### src/hdl/sdrle_pkg.sv
package sdrle_pkg;

  localparam int unsigned SECTOR_BYTES = 256;
  localparam logic [7:0]  LAST_POS     = 8'(SECTOR_BYTES - 1);
  localparam logic [7:0]  END_WRAP     = 8'(SECTOR_BYTES);
  localparam logic [15:0] CRC_POLY     = 16'h1021;
  localparam int unsigned QUEUE_DEPTH  = 4;

  typedef enum logic [2:0] {
    KIND_DELTA     = 3'd0,
    KIND_RUN_START = 3'd1,
    KIND_RUN_END   = 3'd2,
    KIND_CRC_LO    = 3'd3,
    KIND_CRC_HI    = 3'd4
  } kind_e;

  typedef struct packed {
    logic [7:0] data;
    kind_e      kind;
  } entry_t;

  // words caused by one input byte, entries 0..last_idx are valid
  typedef struct packed {
    logic [1:0]       last_idx;
    entry_t [3:0]     ent;
  } plan_t;

  function automatic logic [15:0] crc_step(logic [15:0] crc, logic [7:0] b);
    logic [15:0] c;
    c = crc ^ {b, 8'h00};
    for (int i = 0; i < 8; i++) begin
      c = c[15] ? ((c << 1) ^ CRC_POLY) : (c << 1);
    end
    return c;
  endfunction

endpackage

### src/hdl/sdrle_queue.sv
module sdrle_queue
  import sdrle_pkg::*;
(
  input  logic  clk_i,
  input  logic  rst_ni,
  input  logic  wr_i,
  input  plan_t wr_plan_i,
  output logic  full_o,
  input  logic  rd_i,
  output plan_t rd_plan_o,
  output logic  empty_o
);

  localparam int unsigned PtrW = $clog2(QUEUE_DEPTH);
  localparam int unsigned CntW = $clog2(QUEUE_DEPTH + 1);

  plan_t            mem_q [QUEUE_DEPTH];
  logic [PtrW-1:0]  wr_ptr_q, rd_ptr_q;
  logic [CntW-1:0]  cnt_q, cnt_d;
  logic             do_wr, do_rd;

  assign full_o    = (cnt_q == CntW'(QUEUE_DEPTH));
  assign empty_o   = (cnt_q == '0);
  assign do_wr     = wr_i && !full_o;
  assign do_rd     = rd_i && !empty_o;
  assign rd_plan_o = mem_q[rd_ptr_q];

  always_comb begin
    cnt_d = cnt_q;
    if (do_wr && !do_rd) begin
      cnt_d = cnt_q + CntW'(1);
    end else if (do_rd && !do_wr) begin
      cnt_d = cnt_q - CntW'(1);
    end
  end

  always_ff @(posedge clk_i or negedge rst_ni) begin
    if (!rst_ni) begin
      wr_ptr_q <= '0;
      rd_ptr_q <= '0;
      cnt_q    <= '0;
    end else begin
      cnt_q <= cnt_d;
      if (do_wr) begin
        wr_ptr_q <= wr_ptr_q + PtrW'(1);
      end
      if (do_rd) begin
        rd_ptr_q <= rd_ptr_q + PtrW'(1);
      end
    end
  end

  always_ff @(posedge clk_i) begin
    if (do_wr) begin
      mem_q[wr_ptr_q] <= wr_plan_i;
    end
  end

endmodule

### src/hdl/sdrle_front.sv
module sdrle_front
  import sdrle_pkg::*;
(
  input  logic       clk_i,
  input  logic       rst_ni,
  input  logic       push,
  input  logic [7:0] sector_byte_i,
  output logic       full,
  output logic       q_wr_o,
  output plan_t      q_plan_o,
  input  logic       q_full_i
);

  logic [7:0]  prev_q, prev_d;
  logic        run_q, run_d;
  logic [7:0]  pos_q, pos_d;
  logic [15:0] crc_q, crc_d;
  logic [7:0]  delta;
  logic [2:0]  n;
  logic        accept;
  plan_t       plan;

  assign full   = q_full_i;
  assign accept = push && !q_full_i;

  always_comb begin
    plan   = '0;
    n      = '0;
    run_d  = run_q;
    prev_d = sector_byte_i;
    pos_d  = pos_q + 8'd1;
    crc_d  = crc_step(crc_q, sector_byte_i);
    delta  = sector_byte_i - prev_q;
    // run broken by a different byte
    if (run_q && (sector_byte_i != prev_q)) begin
      plan.ent[n[1:0]] = '{data: pos_q, kind: KIND_RUN_END};
      n     = n + 3'd1;
      run_d = 1'b0;
    end
    if (!run_d) begin
      if (delta == 8'd0) begin
        plan.ent[n[1:0]] = '{data: 8'd0, kind: KIND_RUN_START};
        run_d = 1'b1;
      end else begin
        plan.ent[n[1:0]] = '{data: delta, kind: KIND_DELTA};
      end
      n = n + 3'd1;
    end
    // sector end
    if (pos_q == LAST_POS) begin
      if (run_d) begin
        plan.ent[n[1:0]] = '{data: END_WRAP, kind: KIND_RUN_END};
        n = n + 3'd1;
      end
      plan.ent[n[1:0]] = '{data: crc_d[7:0], kind: KIND_CRC_LO};
      n = n + 3'd1;
      plan.ent[n[1:0]] = '{data: crc_d[15:8], kind: KIND_CRC_HI};
      n = n + 3'd1;
      run_d  = 1'b0;
      prev_d = '0;
      pos_d  = '0;
      crc_d  = '0;
    end
    plan.last_idx = 2'(n - 3'd1);
  end

  assign q_wr_o   = accept && (n != 3'd0);
  assign q_plan_o = plan;

  always_ff @(posedge clk_i or negedge rst_ni) begin
    if (!rst_ni) begin
      prev_q <= '0;
      run_q  <= 1'b0;
      pos_q  <= '0;
      crc_q  <= '0;
    end else if (accept) begin
      prev_q <= prev_d;
      run_q  <= run_d;
      pos_q  <= pos_d;
      crc_q  <= crc_d;
    end
  end

endmodule

### src/hdl/sdrle_back.sv
module sdrle_back
  import sdrle_pkg::*;
(
  input  logic       clk_i,
  input  logic       rst_ni,
  input  plan_t      q_plan_i,
  input  logic       q_empty_i,
  output logic       q_rd_o,
  output logic       empty,
  input  logic       pop,
  output logic [7:0] out_byte_o,
  output logic [2:0] out_kind_o,
  output logic       last_of_run_o
);

  logic [1:0] idx_q, idx_d;
  logic       vld_q;
  logic [7:0] data_q;
  kind_e      kind_q;
  logic       last_q;
  logic       load, take, at_end;

  assign load   = !vld_q || pop;
  assign take   = load && !q_empty_i;
  assign at_end = (idx_q == q_plan_i.last_idx);
  assign q_rd_o = take && at_end;
  assign idx_d  = at_end ? 2'd0 : idx_q + 2'd1;

  always_ff @(posedge clk_i or negedge rst_ni) begin
    if (!rst_ni) begin
      vld_q <= 1'b0;
      idx_q <= '0;
    end else if (take) begin
      vld_q <= 1'b1;
      idx_q <= idx_d;
    end else if (pop) begin
      vld_q <= 1'b0;
    end
  end

  always_ff @(posedge clk_i) begin
    if (take) begin
      data_q <= q_plan_i.ent[idx_q].data;
      kind_q <= q_plan_i.ent[idx_q].kind;
      last_q <= at_end;
    end
  end

  assign empty         = !vld_q;
  assign out_byte_o    = data_q;
  assign out_kind_o    = kind_q;
  assign last_of_run_o = last_q;

endmodule

### src/hdl/sector_delta_rle_encoder_crc16.sv
// Delta / run-length encoder for 256-byte sectors with trailing CRC-16 (poly 0x1021, init 0,
// msb first, low byte sent first). One byte is accepted per cycle while full is low: the front
// end does the delta, run tracking and one CRC byte step in that cycle and queues the words the
// byte causes (none to four) in a four-entry queue. The back end hands out one word per cycle
// through a registered output while pop is high or the output is empty, so the words of one
// byte leave one by one and full only rises once the queue has filled. A word reaches the
// output by way of the queue memory and then the output register. The position counter,
// previous value and CRC return to zero after the last byte of every sector.
module sector_delta_rle_encoder_crc16
  import sdrle_pkg::*;
(
  input  logic       clk_i,
  input  logic       rst_ni,
  input  logic       push,
  output logic       full,
  input  logic [7:0] sector_byte_i,
  output logic       empty,
  input  logic       pop,
  output logic [7:0] out_byte_o,
  output logic [2:0] out_kind_o,
  output logic       last_of_run_o
);

  logic  q_wr, q_full, q_rd, q_empty;
  plan_t q_wr_plan, q_rd_plan;

  sdrle_front u_front (
    .clk_i         (clk_i),
    .rst_ni        (rst_ni),
    .push          (push),
    .sector_byte_i (sector_byte_i),
    .full          (full),
    .q_wr_o        (q_wr),
    .q_plan_o      (q_wr_plan),
    .q_full_i      (q_full)
  );

  sdrle_queue u_queue (
    .clk_i     (clk_i),
    .rst_ni    (rst_ni),
    .wr_i      (q_wr),
    .wr_plan_i (q_wr_plan),
    .full_o    (q_full),
    .rd_i      (q_rd),
    .rd_plan_o (q_rd_plan),
    .empty_o   (q_empty)
  );

  sdrle_back u_back (
    .clk_i         (clk_i),
    .rst_ni        (rst_ni),
    .q_plan_i      (q_rd_plan),
    .q_empty_i     (q_empty),
    .q_rd_o        (q_rd),
    .empty         (empty),
    .pop           (pop),
    .out_byte_o    (out_byte_o),
    .out_kind_o    (out_kind_o),
    .last_of_run_o (last_of_run_o)
  );

endmodule

### config.mk
export PLATFORM = sky130hd
export DESIGN_NAME = sector_delta_rle_encoder_crc16
export DESIGN_NICKNAME = d
export VERILOG_FILES = /design/src/hdl/sdrle_pkg.sv /design/src/hdl/sdrle_queue.sv /design/src/hdl/sdrle_front.sv /design/src/hdl/sdrle_back.sv /design/src/hdl/sector_delta_rle_encoder_crc16.sv
export SDC_FILE = /design/constraint.sdc
export NUM_CORES = 1
export LEC_CHECK = 0
export BUFFER_PORTS_ARGS = -buffer_cell sky130_fd_sc_hd__buf_2
export CORE_UTILIZATION = 45
export DETAILED_ROUTE_END_ITERATION = 6
export GPL_TIMING_DRIVEN = 1
export SLEW_MARGIN = 15
export SYNTH_ARGS = -nofsm -noshare
export SYNTH_HDL_FRONTEND = slang
export SYNTH_SLANG_ARGS = --single-unit
export TNS_END_PERCENT = 10
### constraint.sdc
create_clock -name clk_i -period 5.95 [get_ports clk_i]
set_input_delay 1.19 -clock clk_i [delete_from_list [all_inputs] [get_ports clk_i]]
set_output_delay 1.19 -clock clk_i [all_outputs]
set_load 0.02 [all_outputs]
Word level (Yosys, flattened, before mapping)
Memories as Yosys holds them, arrays and structs flattened. Index checks and enable logic that the tools add are counted.

Memories: 1. Logic and storage cells: 123. Bits of input ports: 12. Register bits after elaboration: 55. RAM bits: 184. Output and inout bits: 14.

Equal/unequal tests: 4. $add $sub $neg: 12. Bitwise operators: 15. Muxes and demuxes: 46. Reduce and logical (&&, ||, !) cells: 24. Magnitude comparators: 9.

Memory list: u_queue.mem_q (words 4, width 46, read ports 1, clocked after memory_dff 0, wr ports 1, line sdrle_queue.sv:17) `plan_t mem_q [QUEUE_DEPTH];`.

Operators by type and width (number): 44-bit 2-to-1 mux (5); 44-bit bitwise mux (3); 13-bit 2-to-1 mux (8); 11-bit demux with 2-bit select (4); 40-bit NOT (2); 11-bit 2-to-1 mux (6); 10-bit by 40-bit bitwise AND with 40-bit output (1); 40-bit bitwise AND (1); 3-bit NOT (8); 11-bit binary-select mux with 2-bit select (1); 3-bit 2-to-1 mux (6); 16-bit 2-to-1 mux (1); 8-bit 2-to-1 mux (2); 16-bit bitwise XOR (1); 3-bit by 1-bit adder with 3-bit output, second input constant (5); 2-bit by 3-bit less-than comparator with 1-bit output, second input constant (5); 1-bit logical AND (13); 1-bit 2-to-1 mux (9); 8-bit by 1-bit adder with 8-bit output, second input constant (1); 8-bit == test, second input constant (1); 2-bit by 1-bit greater-or-equal comparator with 1-bit output, second input constant (4); 8-bit zero test (1); 8-bit inequality test (1); 8-bit subtractor (1); 13 further kinds (20).

Logic depth before layout (Yosys ltp)
Gate-level depths: netlist (run 1).

Depth after elaboration: 20. Depth in mapped cells: 21. Gate-level depth less buffers: 20.

Modules after synthesis
Synthesis (run 1) repeated with hierarchy kept, for this count alone.

Cell total of the unflattened synthesis: 729. Area total of the unflattened synthesis: 10908.0 um2.

By module, submodules not included: sdrle_queue (instances 1, cells each 276, area an instance 7049.3 um2, sequential area each 5700.5 um2); sdrle_front (instances 1, cells each 406, area an instance 3011.6 um2, sequential area each 825.8 um2); sdrle_back (instances 1, cells each 47, area an instance 847.1 um2, sequential area each 435.4 um2).

Worst setup path after synthesis (run 1)
Ideal clock, no wire load.

Kind: input port to flip-flop. Start: in sector_byte_i[0]. End: mem u_queue.mem_q[0][0] in the netlist's numbering, enable pin. Path buffers: 1. Data arrival time: 4.874 ns. Data required time: 5.542 ns. Slack: 0.668 ns. Stages on the path: 16. Library setup time: 0.408 ns. Path through: inv_1 ha_1 inv_1 fa_1 a211oi_2 nor2_1 xnor2_1 o2111ai_2 buf_4 nor2_1 nor2_1 o22a_1 ha_1 a21oi_1 a31o_4 and2_1.

Word-level cells in the longest chain between the ends: 16. Elaborated cells on any way between the ends: 21. Classes of those cells: add/sub (5); eq/ne (1); mux (10); reduce/logical (5).

RTL lines: from (decl) (line sector_delta_rle_encoder_crc16.sv:16) `input logic [7:0] sector_byte_i,`; 8-bit inequality test (line sdrle_front.sv:35) `if (run_q && (sector_byte_i != prev_q)) begin`; 1-bit logical AND (line sdrle_front.sv:35); 1-bit 2-to-1 mux (line sdrle_front.sv:35); 3-bit by 1-bit adder with 3-bit output (line sdrle_front.sv:47) `n = n + 3'd1;`; 3-bit 2-to-1 mux (line sdrle_front.sv:40) `if (!run_d) begin`; 3-bit by 1-bit adder with 3-bit output (line sdrle_front.sv:53) `n = n + 3'd1;`; 3-bit 2-to-1 mux (line sdrle_front.sv:51) `if (run_d) begin`; 3-bit 2-to-1 mux (line sdrle_front.sv:50) `if (pos_q == LAST_POS) begin`; 3-bit by 1-bit adder with 3-bit output (line sdrle_front.sv:56) `n = n + 3'd1;`; 3-bit by 1-bit adder with 3-bit output (line sdrle_front.sv:58) `n = n + 3'd1;`; 3-bit 2-to-1 mux * (line sdrle_front.sv:50); 3-bit nonzero test * (line sdrle_front.sv:67) `assign q_wr_o = accept && (n != 3'd0);`; 1-bit logical AND * (line sdrle_front.sv:67); 1-bit logical AND * (line sdrle_queue.sv:24) `assign do_wr = wr_i && !full_o;`; net u_queue.do_wr (line sdrle_queue.sv:20) `logic do_wr, do_rd;`; 1-bit 2-to-1 mux * (line sdrle_queue.sv:54) `if (do_wr) begin`; 1-bit 2-to-1 mux (not written as such) * (line sdrle_queue.sv:55) `mem_q[wr_ptr_q] <= wr_plan_i;`; to (decl) (line sdrle_queue.sv:17).

The timed path passes the listed nets; every way through them passes the cells marked *. The select of a mux whose other input is x is not followed.

Final worst setup path (run 1)
Start: in sector_byte_i[0]. End: reg u_queue.cnt_q[2].

Word-level cells in the longest chain between the ends: 17. Elaborated cells on any way between the ends: 24. Classes of those cells: add/sub (5); eq/ne (1); mux (9); reduce/logical (9).

RTL lines: 8-bit inequality test (line sdrle_front.sv:35); 1-bit logical AND (line sdrle_front.sv:35); 1-bit 2-to-1 mux (line sdrle_front.sv:35); 3-bit by 1-bit adder with 3-bit output (line sdrle_front.sv:47); 3-bit 2-to-1 mux (line sdrle_front.sv:40); 3-bit by 1-bit adder with 3-bit output (line sdrle_front.sv:53); 3-bit 2-to-1 mux (line sdrle_front.sv:51); 3-bit 2-to-1 mux (line sdrle_front.sv:50); [2 not listed]; 3-bit 2-to-1 mux * (line sdrle_front.sv:50); 3-bit nonzero test * (line sdrle_front.sv:67); 1-bit logical AND * (line sdrle_front.sv:67); 1-bit logical AND * (line sdrle_queue.sv:24); net u_queue.do_wr (line sdrle_queue.sv:20); 1-bit zero test (line sdrle_queue.sv:32) `end else if (do_rd && !do_wr) begin`; 1-bit logical AND (line sdrle_queue.sv:32); 2-bit nonzero test (no source line); to (signal assigned) (line sdrle_queue.sv:43) `cnt_q <= cnt_d;`; to (decl) (line sdrle_queue.sv:19) `logic [CntW-1:0] cnt_q, cnt_d;`.

Marked as above. A chain may end at the register's enable or synchronous reset.

==> flow_summary.toml, run 1 <==
[run_status]
status = "completed"

[power_and_ir_drop]
swShare = 0.3400
intPower_w = 0.004221
power_leakage_nw = 4.254
power_density_nw_per_um2 = 525.4
seqPwrFrac = 0.408
comb_power_share = 0.349
p_sw_w = 0.002175
ir_drop_mv = 0.2778
clkPwrFrac = 0.242

[synthesis]
syn-mean-instance-area_um2 = 15.13
netlist_area_um2 = 10800
synth.area.mux_share = 0.1233
synth_compound_area_frac = 0.07762
postSynthCellCount = 714
synth_top_family_by_area = "multiplexers"
synth-seq-cells = 239
synth.area.top_cells = "edfxtp_1 54%, mux4_2 12%, dfrtp_1 10%"
yosysWarnings = 0
synth-simple-area-share = 0.07739
synth-seq-area-share = 0.6446
synth_top_area_share = 0.5449
ys_types = 63
synthAdderAreaFrac = 0.02108
synthFlopType = "edfxtp_1"
yosys.area.top_type = "edfxtp_1"
synth-edff-count = 196
synthXorXnorAreaFrac = 0.03487
synthArstFlopShare = 0.1799

[global_routing]
grt_max_degree = 47
track_usage = 0.2007
globalRouteOverflowTotal = 0
grt_pass1_vias = 6546
antenna_found_initial = 0
grt_first_pass_wirelength_um = 37180

[detailed_routing]
ant_nets = 0
vias = 6371
drt_iter0_drc = 607
first_pass_iters = 6
drt-vias-per-instance = 5.856
totalWireLength_um = 23690
remaining_drc_errors = 0
wl_per_cell_um = 21.77

[sta]
fmax_mhz = 209.8
hold_viol = 0
tightest_slew_ps = 1134
rsz0062_at_grt = "false"
timing.final.crit_share = 0.8009
drv_slew = 0
setup_tns_ps = 0
finClkSkew_ps = 22.02
hold_ws_ps = 503.1
setup_violations = 0
finalCriticalPeriod_ps = 4766
slew_headroom = 0.2438

[cts]
clk_pin_slew_ps = 60
root_buffer = "clkbuf_16"
numCtsBuffers = 25
ctsHoldBuffers = 0
htree_levels = 1
clock_sinks = 239
clk-insertion-delay-late_ps = 520
post_cts_buffers = 0
clockBufferDepth = 3
cts_tree = "built"
post_cts_resized = 0

[cells_and_area]
diodes = 0
nets = 779
drive_gt1_frac = 0.2081
syn2layout_area_growth_pct = 12.71
fillers = 1926

[floorplan]
die_w_um = 156.9
fp.dieH_um = 156.9
io_pins = 26
dieArea_um2 = 24620
initial_utilization = 0.4601
core_region_area_um2 = 23470
rows = 56

[placement]
portBuffers = 25
place.gp.congestion = 0.8618
place_hpwl_um = 14950

[hold_path]
worstHoldPathType = "flop to flop"

[worst_setup_path]
arrival_ps = 5190
required_ps = 6380
criticalPathCategory = "input pin to flop"
end_kind = "flop"
cp_max_fo = 9
cp-start-kind = "input pin"

[run]
drv_cap = 0
## layout make-up
| cell class | instances | area, µm² | area share |
|---|---|---|---|
| inverter | 16 | 60.06 | 0.004934 |
| multi-input combinational | 422 | 3633 | 0.2985 |
| clock inverter | 15 | 172.7 | 0.01418 |
| timing repair buffer | 46 | 295.3 | 0.02426 |
| tap | 319 | 399.1 | 0.03279 |
| clock buffer | 31 | 648.1 | 0.05324 |
| sequential | 239 | 6964 | 0.5721 |
## per-layer routing
| layer | GRT usage | routed length (µm) | vias to the layer above |
|---|---|---|---|
| li1 | - | - | 2846 |
| met1 | 0.2663 | 10220 | 3247 |
| met2 | 0.3422 | 11560 | 232 |
| met3 | 0.02863 | 1357 | 46 |
| met4 | 0.06256 | 545 | 0 |
| met5 | 0 | 0 | - |
## flip-flops by register name, summed over array words and instances (netlist names)
name / flops
u_queue.mem_q: 184
u_front.crc_q: 16
u_back.out_byte_o: 8
u_front.pos_q: 8
u_front.prev_q: 8
u_back.out_kind_o: 3
u_queue.cnt_q: 3
u_back.idx_q: 2
u_queue.rd_ptr_q: 2
u_queue.wr_ptr_q: 2
u_back.last_of_run_o: 1
u_back.vld_q: 1
u_front.run_q: 1
## logic make-up (layout without fill, tap and decap cells)
| logic type | Yosys count | count (layout) |
|---|---|---|
| compound gates | 133 | 133 |
| flops | 239 | 239 |
| xor+xnor | 43 | 43 |
| mux | 61 | 61 |
| other cells | 1 | 4 |
| buf+inv | 56 | 108 |
| simple gates | 164 | 164 |
| fa+ha+maj | 17 | 17 |
## synth_stat cells (10+ instances only)
| cell | n |
|---|---|
| a21oi_1 | 33 |
| a31oi_1 | 10 |
| clkbuf_1 | 31 |
| dfrtp_1 | 43 |
| edfxtp_1 | 196 |
| ha_1 | 15 |
| inv_1 | 16 |
| mux4_2 | 57 |
| nand2_1 | 50 |
| nor2_1 | 33 |
| nor3_1 | 27 |
| o21ai_0 | 53 |
| xnor2_1 | 25 |
| xor2_1 | 18 |
## layout by cell type, fill, tap and decap left out, types with 5 or more instances in the layout
cell | Yosys | layout
edfxtp_1 | 196 | 196
mux4_2 | 57 | 57
o21ai_0 | 53 | 53
nand2_1 | 50 | 50
dfrtp_1 | 43 | 41
nor2_1 | 33 | 33
a21oi_1 | 33 | 32
nor3_1 | 27 | 27
xnor2_1 | 25 | 25
clkbuf_16 | 0 | 25
buf_2 | 6 | 25
buf_4 | 2 | 20
xor2_1 | 18 | 18
inv_1 | 16 | 16
ha_1 | 15 | 15
a31oi_1 | 10 | 10
nand3_1 | 8 | 8
clkinv_1 | 0 | 8
nor4_1 | 7 | 7
o31ai_1 | 7 | 7
clkbuf_1 | 31 | 6
nand4_1 | 5 | 5
and2_2 | 1 | 5
or3_1 | 5 | 5
o21bai_1 | 5 | 5
## worst max-delay path, cell delays in order
cell,delay [ps]
buf_2,110
inv_1,100
ha_1,150
inv_1,50
fa_1,410
a211oi_2,310
nor4_1,130
nor4_4,410
nand2_4,170
nor2_1,170
nor2_1,70
o22a_1,240
ha_1,220
a21oi_1,160
a31o_4,160
ha_1,190
inv_1,70
fa_1,430
xor2_1,170
nor2_1,120
xor2_1,160
## stage by stage
stage / setup slack [ps] / area (µm²) / utilization / total power (W) / cells
final: 1184 / 12170 / 0.5186 / 0.006396 / 1088
after global routing: 885.7 / 12170 / 0.5186 / 0.006725 / 1088
after CTS: 1219 / 12150 / 0.5178 / 0.006452 / 1087
after detailed placement: 724.0 / 11330 / 0.4828 / 0.004889 / 1041
after global placement: 839.1 / 11330 / 0.4828 / 0.004821 / 1041
after floorplan: 668.2 / 10810 / - / 0.004210 / 717
## power by group through the flow
stage | sequential (W) | combinational [W] | clock (W)
after floorplan | 0.00258 | 0.00163 | 0
after global placement | 0.00263 | 0.00219 | 0
after detailed placement | 0.00265 | 0.00224 | 0
after CTS | 0.00262 | 0.00225 | 0.00158
after global routing | 0.00266 | 0.00243 | 0.00164
final | 0.00261 | 0.00223 | 0.00155
## path summary, 6_finish.rpt
| check | start | to | slack (ps) | cells after the start |
|---|---|---|---|---|
| worst max-delay path | sector_byte_i[0] | u_queue.cnt_q[2]$_DFFE_PN0P_ | 1180 | 21 |
| worst min-delay path | u_front.crc_q[0]$_DFFE_PN0P_ | u_front.crc_q[0]$_DFFE_PN0P_ | 500 | 2 |
| worst max register to register | u_front.prev_q[0]$_DFFE_PN0P_ | u_queue.cnt_q[2]$_DFFE_PN0P_ | 1680 | 19 |
| worst min register to register | u_front.crc_q[0]$_DFFE_PN0P_ | u_front.crc_q[0]$_DFFE_PN0P_ | 500 | 2 |
| max in group asynchronous | rst_ni | u_front.crc_q[7]$_DFFE_PN0P_ | 4870 | 2 |
| min in group asynchronous | rst_ni | u_queue.cnt_q[2]$_DFFE_PN0P_ | 580 | 1 |
Power figures use the tool's default switching activity.
==> run 2, diff against run 1 <==
==> constraint.sdc (replaced) <==
create_clock -name clk_i -period 4.12 [get_ports clk_i]
set_input_delay 0.824 -clock clk_i [delete_from_list [all_inputs] [get_ports clk_i]]
set_output_delay 0.824 -clock clk_i [all_outputs]
set_load 0.02 [all_outputs]
==> run 2 against run 1 <==
  * Cell count up 4.9%
  * Largest power group unchanged
  * Critical endpoint is now u_queue.cnt_q[1]$_DFFE_PN0P_
  * Routed wire length down 0.47%
  * Core utilization up 2.1 points
  * Clock power up 42%
  * Critical path type unchanged
  * Design area up 4.0%
==> flow_summary.toml, run 2 (synthesized netlist as in run 1, its figures left out) <==
[run_status]
status = "completed"

[global_routing]
grt_pass1_vias = 6582
grt_max_degree = 47
antenna_found_initial = 0
track_usage = 0.2002
grt_first_pass_wirelength_um = 37010
globalRouteOverflowTotal = 0

[cells_and_area]
diodes = 0
register_area_um2 = 6964
top_regs = "u_queue.mem_q: 184 flops, u_front.crc_q: 16 flops"
fillers = 1863
design_area_um2 = 12660
fin_util = 0.5395
final_common_cell = "edfxtp_1"
top_register = "u_queue.mem_q"
multiInputGateArea_um2 = 3665
final_cell_mix = "196 x edfxtp_1, 68 x buf_4, 57 x mux4_2"
largest_reg_flops = 184
drive_gt1_frac = 0.2774
syn2layout_area_growth_pct = 17.25
nets = 832

[floorplan]
rows = 56
dieArea_um2 = 24620
initial_utilization = 0.4601
io_pins = 26
core_region_area_um2 = 23470
fp.dieH_um = 156.9
die_w_um = 156.9

[worst_setup_path]
cp-start-kind = "input pin"
criticalPathCategory = "input pin to flop"
required_ps = 4530
critPathSlowestCell = "fa_1"
max_stage_delay_ps = 390
reg2reg_slack_ps = 250
crit_top_cell = "inv_1"
r2r.worst_path.cells = 17
r2r-start = "u_front.prev_q[0]$_DFFE_PN0P_"
cp_max_fo = 3
arrival_ps = 4370
critPathLaunch = "sector_byte_i[0]"
rr_endpoint = "u_queue.cnt_q[1]$_DFFE_PN0P_"
end_kind = "flop"
worstPathCellList = "buf_2 -> inv_1 -> ha_1 -> inv_1 -> fa_2 -> a211oi_2 -> nor4_1 -> nor4_4 -> and2_2 -> nand2_1 -> nor2_1 -> o22a_1 -> ha_2 -> a21oi_2 -> a31o_4 -> ha_4 -> inv_1 -> fa_1 -> mux2_2"

[detailed_routing]
ant_nets = 0
first_pass_iters = 5
totalWireLength_um = 23580
drt-vias-per-instance = 5.649
drt_iter0_drc = 593
wl_per_cell_um = 20.67
remaining_drc_errors = 0
vias = 6446

[cts]
numCtsBuffers = 26
post_cts_buffers = 0
ctsHoldBuffers = 0
htree_levels = 1
cts_tree = "built"
clockBufferDepth = 3
clk_pin_slew_ps = 60
clock_sinks = 239
clk-insertion-delay-late_ps = 530
root_buffer = "clkbuf_16"
post_cts_resized = 0

[sta]
hold_viol = 0
setup_violations = 0
finClkSkew_ps = 17.89
fmax_mhz = 252.3
finalWorstSetupSlack_ps = 156.4
rsz0062_at_grt = "false"
hold_ws_ps = 307.2
drv_slew = 0
slew_headroom = 0.3741
timing.final.crit_share = 0.9620
finalCriticalPeriod_ps = 3964
tightest_slew_ps = 932.2

[power_and_ir_drop]
power_w = 0.009504
power_leakage_nw = 4.535
ir_drop_mv = 0.4110
power_density_nw_per_um2 = 750.5

[placement]
place_hpwl_um = 15970
portBuffers = 25
placed_area_um2 = 11840
place.gp.congestion = 0.8894
pre_cts_slack_ps = -373.7

[hold_path]
worstHoldPathType = "input pin to async pin"

[run]
drv_cap = 0
## run 2: cell count changes in the layout (fill, tap and decap cells not counted), sizes merged
cell,before,now
inv,17,18
clkinv,10,14
buf,46,98
clkbuf,31,27
bufinv,4,1
clkinvlp,0,3
## run 2: critical path: cells and delay by family
family	cells	cell delay, ps
adder cells (fa/ha/maj)	5	1220
AND/OR/NAND/NOR	5	960
multiplexers	1	280
buffers and inverters	4	290
AO/OA/AOI/OAI	4	810
## run 2: layout make-up
class | count | area share
Multi-Input combinational cell | 422 | 0.2894
Clock buffer | 27 | 0.05335
Timing Repair Buffer | 98 | 0.05928
Tap cell | 319 | 0.03152
Clock inverter | 20 | 0.01176
Sequential cell | 239 | 0.5499
Inverter | 16 | 0.004743
## run 2: worst max path at each step
stage | endpoint | depth (start not counted) | slack, ps
global placement | u_queue.cnt_q[1]$_DFFE_PN0P_ | 19 | -220
detailed placement | u_queue.cnt_q[1]$_DFFE_PN0P_ | 19 | -370
floorplan | u_queue.cnt_q[2]$_DFFE_PN0P_ | 21 | -190
CTS | u_queue.cnt_q[1]$_DFFE_PN0P_ | 19 | 170
finish | u_queue.cnt_q[1]$_DFFE_PN0P_ | 19 | 160
global route | u_queue.cnt_q[1]$_DFFE_PN0P_ | 19 | 50
## run 2: power breakdown
group / switching (W) / internal [W]
Combinational: 0.00203 / 0.00158
Clock: 0.000939 / 0.00126
Sequential: 0.000292 / 0.00340
Total: 0.00326 / 0.00624
## run 2: layer usage
metal / GRT usage / part of all wire / vias up / wire, µm
li1: - / - / 2953 / -
met1: 0.2680 / 0.42 / 3229 / 10020
met2: 0.3338 / 0.49 / 222 / 11640
met3: 0.03414 / 0.057 / 42 / 1344
met4: 0.06443 / 0.025 / 0 / 578
met5: 0 / 0 / - / 0
## run 2: stage by stage
stage	TNS (ps)	std cells
after CTS	0	1141
after global placement	-13100	1094
after floorplan	-28450	717
final	0	1141
after detailed placement	-38880	1094
after global routing	0	1141
==> run 3, diff against run 2 <==
--- a/config.mk
+++ b/config.mk
@@ -8,8 +8,9 @@
 export BUFFER_PORTS_ARGS = -buffer_cell sky130_fd_sc_hd__buf_2
 export CORE_UTILIZATION = 45
 export DETAILED_ROUTE_END_ITERATION = 6
-export GPL_TIMING_DRIVEN = 1
-export SLEW_MARGIN = 15
+export GPL_TIMING_DRIVEN = 0
+export MAX_ROUTING_LAYER = met4
+export SLEW_MARGIN = 10
 export SYNTH_ARGS = -nofsm -noshare
 export SYNTH_HDL_FRONTEND = slang
 export SYNTH_SLANG_ARGS = --single-unit
==> run 3 against run 2 <==
  * Largest power group is now combinational cells
  * Design area decreased by 1.5%
  * Global-route usage grew 2.6 points
  * Power is 1.7% higher
  * First-iteration DRC count is 12% lower
  * Routed wire length grew 13%
  * Critical endpoint is now u_queue.mem_q[2][20]$_DFFE_PP_
  * Critical path depth fell by 1
  * Count of clock-buffer cells in the layout is 12 higher
  * Sequential share of layout area is 0.82 points higher
  * Clock skew is 4.6 ps lower
  * Core utilization is 0.81 points lower
  * Via count is 1.9% higher
==> flow_summary.toml, run 3 (synthesized netlist as in run 1, its figures left out) <==
[run_status]
status = "completed"

[worst_setup_path]
required_ps = 4280
crit_top_cell = "nor4_4"
arrival_ps = 4230
path_delay_family = "simple AND/OR/NAND/NOR gates"
critPathSlowestCell = "and2_4"
timing.critical_path.buf_inv = 5
cp-start-kind = "input pin"
end_kind = "flop"
max_stage_delay_ps = 610
cp_max_fo = 46
criticalPathCategory = "input pin to flop"
worstPathCellList = "buf_2 -> inv_2 -> ha_1 -> inv_1 -> fa_2 -> a211oi_4 -> nor4_4 -> nor4_4 -> buf_6 -> nand2_8 -> nor2_4 -> nor2_2 -> o22a_2 -> ha_4 -> a21oi_2 -> a31o_4 -> buf_12 -> and2_4"

[global_routing]
globalRouteOverflowTotal = 0
antenna_found_initial = 1
grt_pass1_vias = 6453
grt_max_degree = 47
track_usage = 0.2264
grt_first_pass_wirelength_um = 39290

[detailed_routing]
drt-vias-per-instance = 5.851
vias = 6571
drt_iter0_drc = 524
wl_per_cell_um = 23.64
ant_nets = 0
first_pass_iters = 5
totalWireLength_um = 26550
remaining_drc_errors = 0

[cts]
clk_pin_slew_ps = 60
clock_sinks = 239
clk-insertion-delay-late_ps = 530
ctsHoldBuffers = 0
cts_tree = "built"
root_buffer = "clkbuf_16"
htree_levels = 1
numCtsBuffers = 25
clockBufferDepth = 3

[sta]
hold_viol = 0
hold_ws_ps = 453.4
fmax_mhz = 245.4
slew_headroom = 0.2822
finalCriticalPeriod_ps = 4074
setup_violations = 0
rsz0062_at_grt = "true"
finalWorstSetupSlack_ps = 45.74
drv_slew = 0
timing.final.crit_share = 0.9889
tightest_slew_ps = 1069
finClkSkew_ps = 13.26

[cells_and_area]
drive_gt1_frac = 0.2279
fillers = 1934
fin_util = 0.5314
nets = 813
top_regs = "u_queue.mem_q: 184 flops, u_front.crc_q: 16 flops"
top_register = "u_queue.mem_q"
final_common_cell = "edfxtp_1"
multiInputGateArea_um2 = 3784
largest_reg_flops = 184
syn2layout_area_growth_pct = 15.49
final_cell_mix = "196 x edfxtp_1, 57 x mux4_2, 53 x o21ai_0"
stdcell_count = 1123
register_area_um2 = 6962

[hold_path]
worstHoldPathType = "input pin to async pin"

[run]
drv_cap = 0

[power_and_ir_drop]
swShare = 0.3543
p_sw_w = 0.003426
power_leakage_nw = 4.347
comb_power_share = 0.385
intPower_w = 0.006242
clkPwrFrac = 0.237
seqPwrFrac = 0.378
ir_drop_mv = 0.6082
power_density_nw_per_um2 = 775.1

[floorplan]
io_pins = 26
core_region_area_um2 = 23470
fp.dieH_um = 156.9
initial_utilization = 0.4601
rows = 56
die_w_um = 156.9
dieArea_um2 = 24620

[placement]
place.gp.congestion = 0.9009
portBuffers = 25
pre_cts_slack_ps = -930.9
dp.cells = 1062
place_hpwl_um = 17730
==> run 3: cell type report <==
cell class,count,share of cell area
antenna,1,0.0002006
buffer,40,0.01364
clock buffer,39,0.05758
clock inverter,7,0.01023
inverter,16,0.004815
multi-input combinational,423,0.3033
sequential,239,0.5581
tap,319,0.03200
timing repair buffer,39,0.02006
==> run 3: final timing paths <==
kind	from	cells past startpoint	slack, ps	to
worst max-delay path	sector_byte_i[0]	18	50	u_queue.mem_q[2][20]$_DFFE_PP_
worst min-delay path	rst_ni	1	450	u_queue.cnt_q[2]$_DFFE_PN0P_
worst max register to register	u_front.prev_q[0]$_DFFE_PN0P_	16	160	u_queue.mem_q[2][20]$_DFFE_PP_
worst min register to register	u_queue.cnt_q[2]$_DFFE_PN0P_	1	500	u_queue.cnt_q[2]$_DFFE_PN0P_
max in group asynchronous	rst_ni	1	3060	u_front.prev_q[5]$_DFFE_PN0P_
min in group clk_i	u_queue.cnt_q[2]$_DFFE_PN0P_	1	500	u_queue.cnt_q[2]$_DFFE_PN0P_
==> run 3: what timing repair did <==
action / in CTS / in global routing
setup buffers: 7 / 6
setup endpoints to repair: 186 / 186
gates cloned: 0 / 1
pin swaps: 6 / 4
resized for setup: 10 / 16
==> run 3: power by group through the flow <==
stage               combinational, W  clock, W  sequential (W)
finish                       0.00372   0.00229         0.00366
global route                 0.00399   0.00241         0.00372
CTS                          0.00364   0.00232         0.00366
detailed placement           0.00356         0         0.00371
global placement             0.00350         0         0.00368
floorplan                    0.00239         0         0.00371
==> run 3: worst reg2reg max path, cell delays in order (launching register included) <==
cell      delay [ps]
dfrtp_1          370
ha_1             150
inv_1             50
fa_2             380
a211oi_4         320
nor4_4            90
nor4_4           300
buf_6            180
nand2_8          100
nor2_4           140
nor2_2            50
o22a_2           230
ha_4             170
a21oi_2          120
a31o_4           150
buf_12           120
and2_4           610
==> run 3: per-stage QoR <==
| step | cell area (µm²) | setup TNS [ps] | power [W] |
|---|---|---|---|
| after floorplan | 10850 | -28450 | 0.006098 |
| after global placement | 11380 | -230420 | 0.007180 |
| after detailed placement | 11400 | -156770 | 0.007271 |
| after CTS | 12340 | 0 | 0.009622 |
| after global routing | 12470 | -10550 | 0.01012 |
| final | 12470 | 0 | 0.009668 |
==> run 3: metal layers <==
layer	vias up	global-route usage	share of wire
met5	-	-	0
met4	0	0.07283	0.030
met3	58	0.03744	0.065
met2	272	0.3636	0.48
met1	3322	0.2954	0.42
li1	2919	-	-
